$ cat src/rtl/core/sha_pkg.sv
// shared types and constants of the sha-256 byte stream hasher
// used by sha_round and sha256_byte_stream_hasher; no dependencies

package sha_pkg;

    // round variables a..h, also used for the chaining value
    typedef struct packed {
        logic [31:0] a;
        logic [31:0] b;
        logic [31:0] c;
        logic [31:0] d;
        logic [31:0] e;
        logic [31:0] f;
        logic [31:0] g;
        logic [31:0] h;
    } t_work;

    // standard initial chaining value
    localparam t_work HASH_IV = '{
        a: 32'h6a09e667, b: 32'hbb67ae85, c: 32'h3c6ef372, d: 32'ha54ff53a,
        e: 32'h510e527f, f: 32'h9b05688c, g: 32'h1f83d9ab, h: 32'h5be0cd19
    };

    // round constants
    localparam logic [31:0] ROUND_K [0:63] = '{
        32'h428a2f98, 32'h71374491, 32'hb5c0fbcf, 32'he9b5dba5,
        32'h3956c25b, 32'h59f111f1, 32'h923f82a4, 32'hab1c5ed5,
        32'hd807aa98, 32'h12835b01, 32'h243185be, 32'h550c7dc3,
        32'h72be5d74, 32'h80deb1fe, 32'h9bdc06a7, 32'hc19bf174,
        32'he49b69c1, 32'hefbe4786, 32'h0fc19dc6, 32'h240ca1cc,
        32'h2de92c6f, 32'h4a7484aa, 32'h5cb0a9dc, 32'h76f988da,
        32'h983e5152, 32'ha831c66d, 32'hb00327c8, 32'hbf597fc7,
        32'hc6e00bf3, 32'hd5a79147, 32'h06ca6351, 32'h14292967,
        32'h27b70a85, 32'h2e1b2138, 32'h4d2c6dfc, 32'h53380d13,
        32'h650a7354, 32'h766a0abb, 32'h81c2c92e, 32'h92722c85,
        32'ha2bfe8a1, 32'ha81a664b, 32'hc24b8b70, 32'hc76c51a3,
        32'hd192e819, 32'hd6990624, 32'hf40e3585, 32'h106aa070,
        32'h19a4c116, 32'h1e376c08, 32'h2748774c, 32'h34b0bcb5,
        32'h391c0cb3, 32'h4ed8aa4a, 32'h5b9cca4f, 32'h682e6ff3,
        32'h748f82ee, 32'h78a5636f, 32'h84c87814, 32'h8cc70208,
        32'h90befffa, 32'ha4506ceb, 32'hbef9a3f7, 32'hc67178f2
    };

    // padding bytes and buffer positions
    localparam logic [7:0] PAD_MARK    = 8'h80;
    localparam logic [7:0] PAD_ZERO    = 8'h00;
    localparam logic [5:0] PAD_LEN_POS = 6'd56;
    localparam logic [5:0] BLOCK_LAST  = 6'd63;
    localparam logic [5:0] ROUND_LAST  = 6'd63;

endpackage

$ cat src/rtl/core/sha_round.sv
// one sha-256 compression round plus one message schedule step
// depends on sha_pkg for the round variable struct

module sha_round (
    input  sha_pkg::t_work i_work,
    input  logic [31:0]    i_k,
    input  logic [31:0]    i_w0,
    input  logic [31:0]    i_w1,
    input  logic [31:0]    i_w9,
    input  logic [31:0]    i_w14,
    output sha_pkg::t_work o_work,
    output logic [31:0]    o_w_next
);

    function automatic logic [31:0] rotr(input logic [31:0] x, input int n);
        rotr = (x >> n) | (x << (32 - n));
    endfunction

    logic [31:0] sum1;
    logic [31:0] sum0;
    logic [31:0] choose;
    logic [31:0] major;
    logic [31:0] tmp1;
    logic [31:0] tmp2;
    logic [31:0] sig0;
    logic [31:0] sig1;

    // round function
    always_comb begin
        sum1   = rotr(i_work.e, 6) ^ rotr(i_work.e, 11) ^ rotr(i_work.e, 25);
        choose = (i_work.e & i_work.f) ^ (~i_work.e & i_work.g);
        tmp1   = i_work.h + sum1 + choose + i_k + i_w0;
        sum0   = rotr(i_work.a, 2) ^ rotr(i_work.a, 13) ^ rotr(i_work.a, 22);
        major  = (i_work.a & i_work.b) ^ (i_work.a & i_work.c) ^ (i_work.b & i_work.c);
        tmp2   = sum0 + major;
        o_work = '{
            a: tmp1 + tmp2, b: i_work.a, c: i_work.b, d: i_work.c,
            e: i_work.d + tmp1, f: i_work.e, g: i_work.f, h: i_work.g
        };
    end

    // schedule word sixteen rounds ahead
    always_comb begin
        sig1     = rotr(i_w14, 17) ^ rotr(i_w14, 19) ^ (i_w14 >> 10);
        sig0     = rotr(i_w1, 7) ^ rotr(i_w1, 18) ^ (i_w1 >> 3);
        o_w_next = sig1 + i_w9 + sig0 + i_w0;
    end

endmodule

$ cat src/rtl/core/sha256_byte_stream_hasher.sv
// sha-256 hasher over a byte stream, top level with sequencer and digest output
// depends on sha_pkg and sha_round
//
// usage:
//   slave side takes one message byte per item in s_axis_tdata, s_axis_tlast
//   marks the last byte of a message. master side gives the digest as eight
//   32-bit big-endian words, H0 first, m_axis_tlast on the eighth word.
// sequence:
//   bytes are taken only while the sequencer is idle. each filled 64-byte
//   block runs through the shared round unit and then the chaining add, and
//   no byte is taken meanwhile. after the last byte the padding bytes go
//   through the byte path: the 0x80 mark, zeros, then the 64-bit bit length,
//   with an extra compression when 56 or more bytes were pending. then the
//   final compression runs and the digest is loaded into the output register;
//   the next message may start as soon as the digest is loaded.
// reset and stall:
//   reset restores the initial chaining value and empties the block and the
//   output register. a stalled receiver holds the digest words in place; the
//   core keeps hashing the next message and waits only to hand over its
//   digest while the previous one is still being drained.

module sha256_byte_stream_hasher (
    input  logic        i_clk,
    input  logic        i_rst_n,
    input  logic        s_axis_tvalid,
    output logic        s_axis_tready,
    input  logic [7:0]  s_axis_tdata,   // [7:0] message_byte
    input  logic        s_axis_tlast,   // final_byte
    output logic        m_axis_tvalid,
    input  logic        m_axis_tready,
    output logic [31:0] m_axis_tdata,   // [31:0] digest_word
    output logic        m_axis_tlast    // digest_last
);

    typedef enum logic [2:0] {
        ST_IDLE,
        ST_MARK,
        ST_ZERO,
        ST_LEN,
        ST_ROUND,
        ST_ADD,
        ST_DONE
    } t_state;

    // where the sequencer resumes after a compression
    typedef enum logic [1:0] {
        CTX_IDLE,
        CTX_MARK,
        CTX_ZERO,
        CTX_DONE
    } t_ctx;

    t_state          r_state;
    t_ctx            r_ctx;
    logic [5:0]      r_fill;
    logic [5:0]      r_round;
    logic [60:0]     r_count;
    logic [63:0]     r_len;
    logic [511:0]    r_buf;
    sha_pkg::t_work  r_hash;
    sha_pkg::t_work  r_work;
    logic [31:0]     r_out_word [0:7];
    logic [2:0]      r_out_cnt;
    logic            r_out_valid;

    logic            ins;
    logic [7:0]      ins_byte;
    logic            out_take;
    sha_pkg::t_work  round_work;
    sha_pkg::t_work  hash_sum;
    logic [31:0]     w_next;

    // shared round unit, schedule taps at fixed places of the block shift line
    sha_round u_round (
        .i_work   (r_work),
        .i_k      (sha_pkg::ROUND_K[r_round]),
        .i_w0     (r_buf[511:480]),
        .i_w1     (r_buf[479:448]),
        .i_w9     (r_buf[223:192]),
        .i_w14    (r_buf[63:32]),
        .o_work   (round_work),
        .o_w_next (w_next)
    );

    // chaining add
    always_comb begin
        hash_sum = '{
            a: r_hash.a + r_work.a, b: r_hash.b + r_work.b,
            c: r_hash.c + r_work.c, d: r_hash.d + r_work.d,
            e: r_hash.e + r_work.e, f: r_hash.f + r_work.f,
            g: r_hash.g + r_work.g, h: r_hash.h + r_work.h
        };
    end

    // byte that enters the block this cycle
    always_comb begin
        ins      = 1'b0;
        ins_byte = s_axis_tdata;
        unique case (r_state)
            ST_IDLE: ins = s_axis_tvalid;
            ST_MARK: begin
                ins      = 1'b1;
                ins_byte = sha_pkg::PAD_MARK;
            end
            ST_ZERO: begin
                ins      = (r_fill != sha_pkg::PAD_LEN_POS);
                ins_byte = sha_pkg::PAD_ZERO;
            end
            ST_LEN: begin
                ins      = 1'b1;
                ins_byte = r_len[63:56];
            end
            default: ins = 1'b0;
        endcase
    end

    assign s_axis_tready = (r_state == ST_IDLE);
    assign out_take      = r_out_valid && m_axis_tready;
    assign m_axis_tvalid = r_out_valid;
    assign m_axis_tdata  = r_out_word[0];
    assign m_axis_tlast  = (r_out_cnt == 3'd7);

    // sequencer, block shift line, round variables and digest output
    always_ff @(posedge i_clk) begin
        if (!i_rst_n) begin
            r_state     <= ST_IDLE;
            r_ctx       <= CTX_IDLE;
            r_fill      <= '0;
            r_round     <= '0;
            r_count     <= '0;
            r_hash      <= sha_pkg::HASH_IV;
            r_out_cnt   <= '0;
            r_out_valid <= 1'b0;
        end else begin
            if (ins) begin
                r_buf  <= {r_buf[503:0], ins_byte};
                r_fill <= r_fill + 6'd1;
            end

            unique case (r_state)
                ST_IDLE: begin
                    if (s_axis_tvalid) begin
                        r_count <= s_axis_tlast ? '0 : r_count + 61'd1;
                        if (s_axis_tlast) begin
                            r_len <= {r_count + 61'd1, 3'b000};
                        end
                        if (r_fill == sha_pkg::BLOCK_LAST) begin
                            r_state <= ST_ROUND;
                            r_work  <= r_hash;
                            r_ctx   <= s_axis_tlast ? CTX_MARK : CTX_IDLE;
                        end else if (s_axis_tlast) begin
                            r_state <= ST_MARK;
                        end
                    end
                end
                ST_MARK: begin
                    if (r_fill == sha_pkg::BLOCK_LAST) begin
                        r_state <= ST_ROUND;
                        r_work  <= r_hash;
                        r_ctx   <= CTX_ZERO;
                    end else begin
                        r_state <= ST_ZERO;
                    end
                end
                ST_ZERO: begin
                    if (r_fill == sha_pkg::PAD_LEN_POS) begin
                        r_state <= ST_LEN;
                    end else if (r_fill == sha_pkg::BLOCK_LAST) begin
                        r_state <= ST_ROUND;
                        r_work  <= r_hash;
                        r_ctx   <= CTX_ZERO;
                    end
                end
                ST_LEN: begin
                    r_len <= {r_len[55:0], 8'h00};
                    if (r_fill == sha_pkg::BLOCK_LAST) begin
                        r_state <= ST_ROUND;
                        r_work  <= r_hash;
                        r_ctx   <= CTX_DONE;
                    end
                end
                ST_ROUND: begin
                    r_work  <= round_work;
                    r_buf   <= {r_buf[479:0], w_next};
                    r_round <= r_round + 6'd1;
                    if (r_round == sha_pkg::ROUND_LAST) begin
                        r_state <= ST_ADD;
                    end
                end
                ST_ADD: begin
                    r_hash <= hash_sum;
                    unique case (r_ctx)
                        CTX_IDLE: r_state <= ST_IDLE;
                        CTX_MARK: r_state <= ST_MARK;
                        CTX_ZERO: r_state <= ST_ZERO;
                        CTX_DONE: r_state <= ST_DONE;
                        default:  r_state <= ST_IDLE;
                    endcase
                end
                ST_DONE: begin
                    // hand over the digest once the output register is free
                    if (!r_out_valid) begin
                        r_out_word[0] <= r_hash.a;
                        r_out_word[1] <= r_hash.b;
                        r_out_word[2] <= r_hash.c;
                        r_out_word[3] <= r_hash.d;
                        r_out_word[4] <= r_hash.e;
                        r_out_word[5] <= r_hash.f;
                        r_out_word[6] <= r_hash.g;
                        r_out_word[7] <= r_hash.h;
                        r_out_cnt     <= '0;
                        r_out_valid   <= 1'b1;
                        r_hash        <= sha_pkg::HASH_IV;
                        r_state       <= ST_IDLE;
                    end
                end
                default: r_state <= ST_IDLE;
            endcase

            // drain digest words one item at a time
            if (out_take) begin
                for (int i = 0; i < 7; i++) begin
                    r_out_word[i] <= r_out_word[i + 1];
                end
                r_out_cnt <= r_out_cnt + 3'd1;
                if (r_out_cnt == 3'd7) begin
                    r_out_valid <= 1'b0;
                end
            end
        end
    end

    // round counter only runs during compression
    a_round_idle: assert property (@(posedge i_clk) disable iff (!i_rst_n)
        (r_state != ST_ROUND) |-> (r_round == 6'd0))
        else $error("round counter left nonzero outside compression");

    // a compression always starts on a full block
    a_round_full: assert property (@(posedge i_clk) disable iff (!i_rst_n)
        (r_state == ST_ROUND) |-> (r_fill == 6'd0))
        else $error("compression running on a partial block");

    // length bytes only fill the last eight positions of a block
    a_len_pos: assert property (@(posedge i_clk) disable iff (!i_rst_n)
        (r_state == ST_LEN) |-> (r_fill >= sha_pkg::PAD_LEN_POS))
        else $error("length bytes placed before byte 56");

    // the digest register is loaded only when empty
    a_out_load: assert property (@(posedge i_clk) disable iff (!i_rst_n)
        (r_state == ST_DONE && !r_out_valid) |=> (r_out_valid && r_out_cnt == 3'd0))
        else $error("digest handover lost");

endmodule
$ cat config.mk
export PLATFORM = sky130hd
export DESIGN_NAME = sha256_byte_stream_hasher
export DESIGN_NICKNAME = d
export VERILOG_FILES = /design/src/rtl/core/sha_pkg.sv /design/src/rtl/core/sha_round.sv /design/src/rtl/core/sha256_byte_stream_hasher.sv
export SDC_FILE = /design/constraint.sdc
export NUM_CORES = 2
export LEC_CHECK = 0
export ABC_CLOCK_PERIOD_IN_PS = 17700
export BUFFER_PORTS_ARGS = -buffer_cell sky130_fd_sc_hd__buf_2
export CORE_MARGIN = 1
export CORE_UTILIZATION = 30
export DETAILED_ROUTE_END_ITERATION = 8
export GPL_ROUTABILITY_DRIVEN = 0
export PLACE_DENSITY = 0.54
export SYNTH_ARGS = -nofsm -noshare
export SYNTH_HDL_FRONTEND = slang
export SYNTH_HIERARCHICAL = 1
export SYNTH_SLANG_ARGS = --single-unit
$ cat constraint.sdc
create_clock -name i_clk -period 17.7 [get_ports i_clk]
set_input_delay 1.77 -clock i_clk [delete_from_list [all_inputs] [get_ports i_clk]]
set_output_delay 1.77 -clock i_clk [all_outputs]
set_load 0.02 [all_outputs]
==> metrics <==
outcome complete, no violations; DRC violation count after routing 0; via count roughly 68000; portion of netlist area occupied by mux cells 3.45%; minimum clock period about 10 ns; starting utilization of the core area a little under a third; Pre-Repair DR Iteration Count 8; number of synthesized flops with an enable pin roughly 1100; critical-path maximum fanout 32; number of buffers added to fix hold violations after cts 0; critical path data required time roughly 18 ns; power density cells between 100 and 150 mW/mm^2; Max Clock Freq between 90 and 100 MHz; critical path startpoint category flop; post-DP HPWL approximately 190000 um; DRT iter0 DRCs between 6000 and 7000; synthesized flop and latch total ~1400; Clock Latency Late Sink about 0.83 ns; sequential-to-total area share from yosys stat 44.2%; number of global-route vias before repair 66500; biggest area consumer among synthesized cells sky130_fd_sc_hd__edfxtp_1; endpoints failing setup 0; setup repair bufs after CTS 0; largest cells by area after synthesis sky130_fd_sc_hd__edfxtp_1, sky130_fd_sc_hd__nand2_1, sky130_fd_sc_hd__dfxtp_1, sky130_fd_sc_hd__ha_1, sky130_fd_sc_hd__fa_1; most common cell in the synthesized netlist sky130_fd_sc_hd__nand2_1; Met3 Routed Length between 15000 and 20000 um; leading post-synthesis cells by instance count sky130_fd_sc_hd__nand2_1, sky130_fd_sc_hd__edfxtp_1, sky130_fd_sc_hd__o21ai_0; share of the clock period used by the worst path after layout between 50% and 60%; largest voltage drop on the vdd net between 0.06 and 0.07 mV; synth unique cells between 100 and 150; syn_nets just over 10000; worst min-delay path class reg -> reg; Most used DFF post-synth sky130_fd_sc_hd__edfxtp_1; DR WL/cell just over 20 um; Worst EP arrival roughly 11 ns; kind of cell with the highest combined delay on the critical path adder cells; total of buffers placed on input and output ports 47; count of cells resized by post-cts repair 0; xor-xnor portion of the synthesized cell area between 6 and 7%; CP Buf/Inv Count 4; WL met1 ~110000 um; fraction of layout cells with a size suffix above 1 under 10%; synthesized instance count approximately 9600; Yosys warning total 6; net count of the finished layout just under 10000; pins over their slew limit 0; Inserted Clock Buffers 167; leak pwr around 38 nW; clock tree sinks about 1400; CTS Buffer Depth 4; number of inserted filler cells in the final layout between 30000 and 40000; maximum number of pins on one net before global-route repair roughly 220; Placeable Area 0.295 mm^2; crit-path max cell delay about 1.1 ns; Die Height ~550 um; I/O Pins 48; count of maximum capacitance violations 0; share of flip-flops with an asynchronous set or reset after synthesis 0%; die boundary width approximately 550 um; clock root buffer master sky130_fd_sc_hd__clkbuf_16; simple-gate share of the synthesized area approximately 18%; class of the most critical setup path reg -> reg; Routed met2 length approximately 120000 um; Worst Skew roughly 0.057 ns; top routing layer in use met5; area share of the largest cell type after synthesis a little over a third; Final Hold Fails 0; wirelength, routed 267000 um; area fraction in compound gates after synthesis about an eighth; relative slew slack 25.0%; transition at the pin with the smallest max-transition slack 1.12 ns; total congestion overflow after global routing 0; standard cell with the maximum stage delay on the critical path sky130_fd_sc_hd__ha_1; layout-stage area growth over the synthesis result 8.97%; post-synthesis cell area ~0.089 mm^2; clock tree from TritonCTS yes; share of synthesized cell area in full adder, half adder and majority cells between 10% and 20%; antenna violations before repair 8; mean cell area of the mapped netlist a little over 9 um^2; clock-pin slew on the worst setup and hold paths around 0.060 ns; unrepaired setup endpoints after global routing no; Vias/cell 5.09; Fin Setup TNS 0 ns; most used cell, CP sky130_fd_sc_hd__fa_1; Design Power ~10 mW; antenna-violating nets left 0; std cell rows between 150 and 200; first-pass GRT wire length 407000 um; CP endpoint kind flop; combinational family with the most area after synthesis simple AND/OR/NAND/NOR gates; full die area about 0.3 mm^2; global router's overall resource usage 17.4%; H-Tree Depth 4
-- worst paths after layout --
kind	start	endpoint	cells past startpoint	slack, ns
min reg2reg	r_hash[118]$_SDFFE_PN0P_	r_hash[118]$_SDFFE_PN0P_	2	0.49
max	r_round[0]$_SDFFE_PN0P_	r_work[253]$_DFFE_PP_	34	7.56
max reg2reg	r_round[0]$_SDFFE_PN0P_	r_work[253]$_DFFE_PP_	34	7.56
min	r_hash[118]$_SDFFE_PN0P_	r_hash[118]$_SDFFE_PN0P_	2	0.49
-- worst reg2reg max path: cells and delay by family (launching register included) --
family,cells,cell delay (ns)
xor+xnor,1,0.09
flops,1,0.30
compound gates,16,3.56
fa+ha+maj,8,4.09
simple gates,5,1.05
buf+inv,4,0.82
-- cell type report --
class | instances | area (um^2) | area share, %
Timing Repair Buffer | 128 | 940 | 0.968
Clock buffer | 230 | 4690 | 4.83
Inverter | 426 | 1600 | 1.65
Multi-Input combinational cell | 7073 | 44900 | 46.2
Clock inverter | 65 | 747 | 0.769
Sequential cell | 1423 | 39400 | 40.5
Tap cell | 3919 | 4900 | 5.05
Antenna cell | 4 | 10.0 | 0.0103
-- stage by stage --
| stage | utilization (%) | instances | instance area [um^2] | hold slack, ns | setup slack, ns |
|---|---|---|---|---|---|
| floorplan | - | 9590 | 89100 | 0.454 | 2.68 |
| global placement | 31.1 | 13000 | 91700 | 0.472 | 8.04 |
| detailed placement | 31.1 | 13000 | 91700 | 0.485 | 7.93 |
| CTS | 33.0 | 13300 | 97100 | 0.495 | 7.91 |
| global route | 33.0 | 13300 | 97100 | 0.512 | 7.08 |
| finish | 33.0 | 13300 | 97100 | 0.492 | 7.56 |
-- per-layer routing --
metal  GRT usage, %  vias to the layer above
met1           22.6                    32800
met3           2.54                      520
li1               -                    32000
met2           28.7                     2252
met4           7.02                        8
met5          0.253                        -
-- power breakdown --
group / total, mW / switching (mW) / internal (mW)
logic: 2.85 / 1.73 / 1.12
registers: 3.87 / 0.115 / 3.75
clock network: 3.53 / 1.44 / 2.08
-- state kept, by name, indices dropped and copies added, names as in the netlist --
| name | count |
|---|---|
| r_buf | 512 |
| r_hash | 256 |
| r_out_word | 256 |
| r_work | 256 |
| r_count | 61 |
| r_len | 61 |
| r_fill | 6 |
| r_round | 6 |
| r_out_cnt | 3 |
| r_state | 3 |
| r_ctx | 2 |
| m_axis_tvalid | 1 |
-- logic make-up after synthesis --
kind of cell / count (synthesis)
compound gates: 1761
simple gates: 3789
buf+inv: 1094
fa+ha+maj: 610
xor+xnor: 642
flops: 1423
mux: 271
-- cells in the final DEF, fill, tap and decap left out, types with 21 or more instances in the layout --
cell type / synthesis / layout
sky130_fd_sc_hd__inv_1: 425 / 424
sky130_fd_sc_hd__a21oi_1: 422 / 422
sky130_fd_sc_hd__edfxtp_1: 1085 / 1085
sky130_fd_sc_hd__a21o_1: 199 / 199
sky130_fd_sc_hd__buf_4: 228 / 74
sky130_fd_sc_hd__clkbuf_8: 1 / 22
sky130_fd_sc_hd__o211ai_1: 33 / 33
sky130_fd_sc_hd__nand2b_1: 43 / 43
sky130_fd_sc_hd__o21a_1: 63 / 60
sky130_fd_sc_hd__o21bai_1: 53 / 53
sky130_fd_sc_hd__nand2_1: 2779 / 2773
sky130_fd_sc_hd__o31ai_1: 28 / 28
sky130_fd_sc_hd__and2_1: 37 / 34
sky130_fd_sc_hd__a31oi_1: 71 / 71
sky130_fd_sc_hd__maj3_1: 21 / 21
sky130_fd_sc_hd__ha_1: 394 / 394
sky130_fd_sc_hd__clkbuf_16: 0 / 170
sky130_fd_sc_hd__clkbuf_1: 394 / 39
sky130_fd_sc_hd__o22ai_1: 66 / 66
sky130_fd_sc_hd__and3_1: 63 / 62
sky130_fd_sc_hd__o21ai_0: 429 / 428
sky130_fd_sc_hd__a21boi_0: 73 / 73
sky130_fd_sc_hd__nand3_1: 129 / 128
sky130_fd_sc_hd__mux2i_1: 27 / 27
sky130_fd_sc_hd__xnor2_1: 427 / 427
sky130_fd_sc_hd__a22oi_1: 55 / 55
sky130_fd_sc_hd__nor2b_1: 117 / 115
sky130_fd_sc_hd__dfxtp_1: 338 / 334
sky130_fd_sc_hd__nand4_1: 31 / 31
sky130_fd_sc_hd__xor2_1: 215 / 215
sky130_fd_sc_hd__mux2_2: 239 / 239
sky130_fd_sc_hd__nor3_1: 77 / 77
sky130_fd_sc_hd__fa_1: 195 / 195
sky130_fd_sc_hd__buf_2: 7 / 46
sky130_fd_sc_hd__clkinv_2: 0 / 24
sky130_fd_sc_hd__nor2_1: 379 / 377
sky130_fd_sc_hd__or3_1: 37 / 37
sky130_fd_sc_hd__a211oi_1: 56 / 56
sky130_fd_sc_hd__a221oi_1: 27 / 27
(Power assumes the default switching activity.)
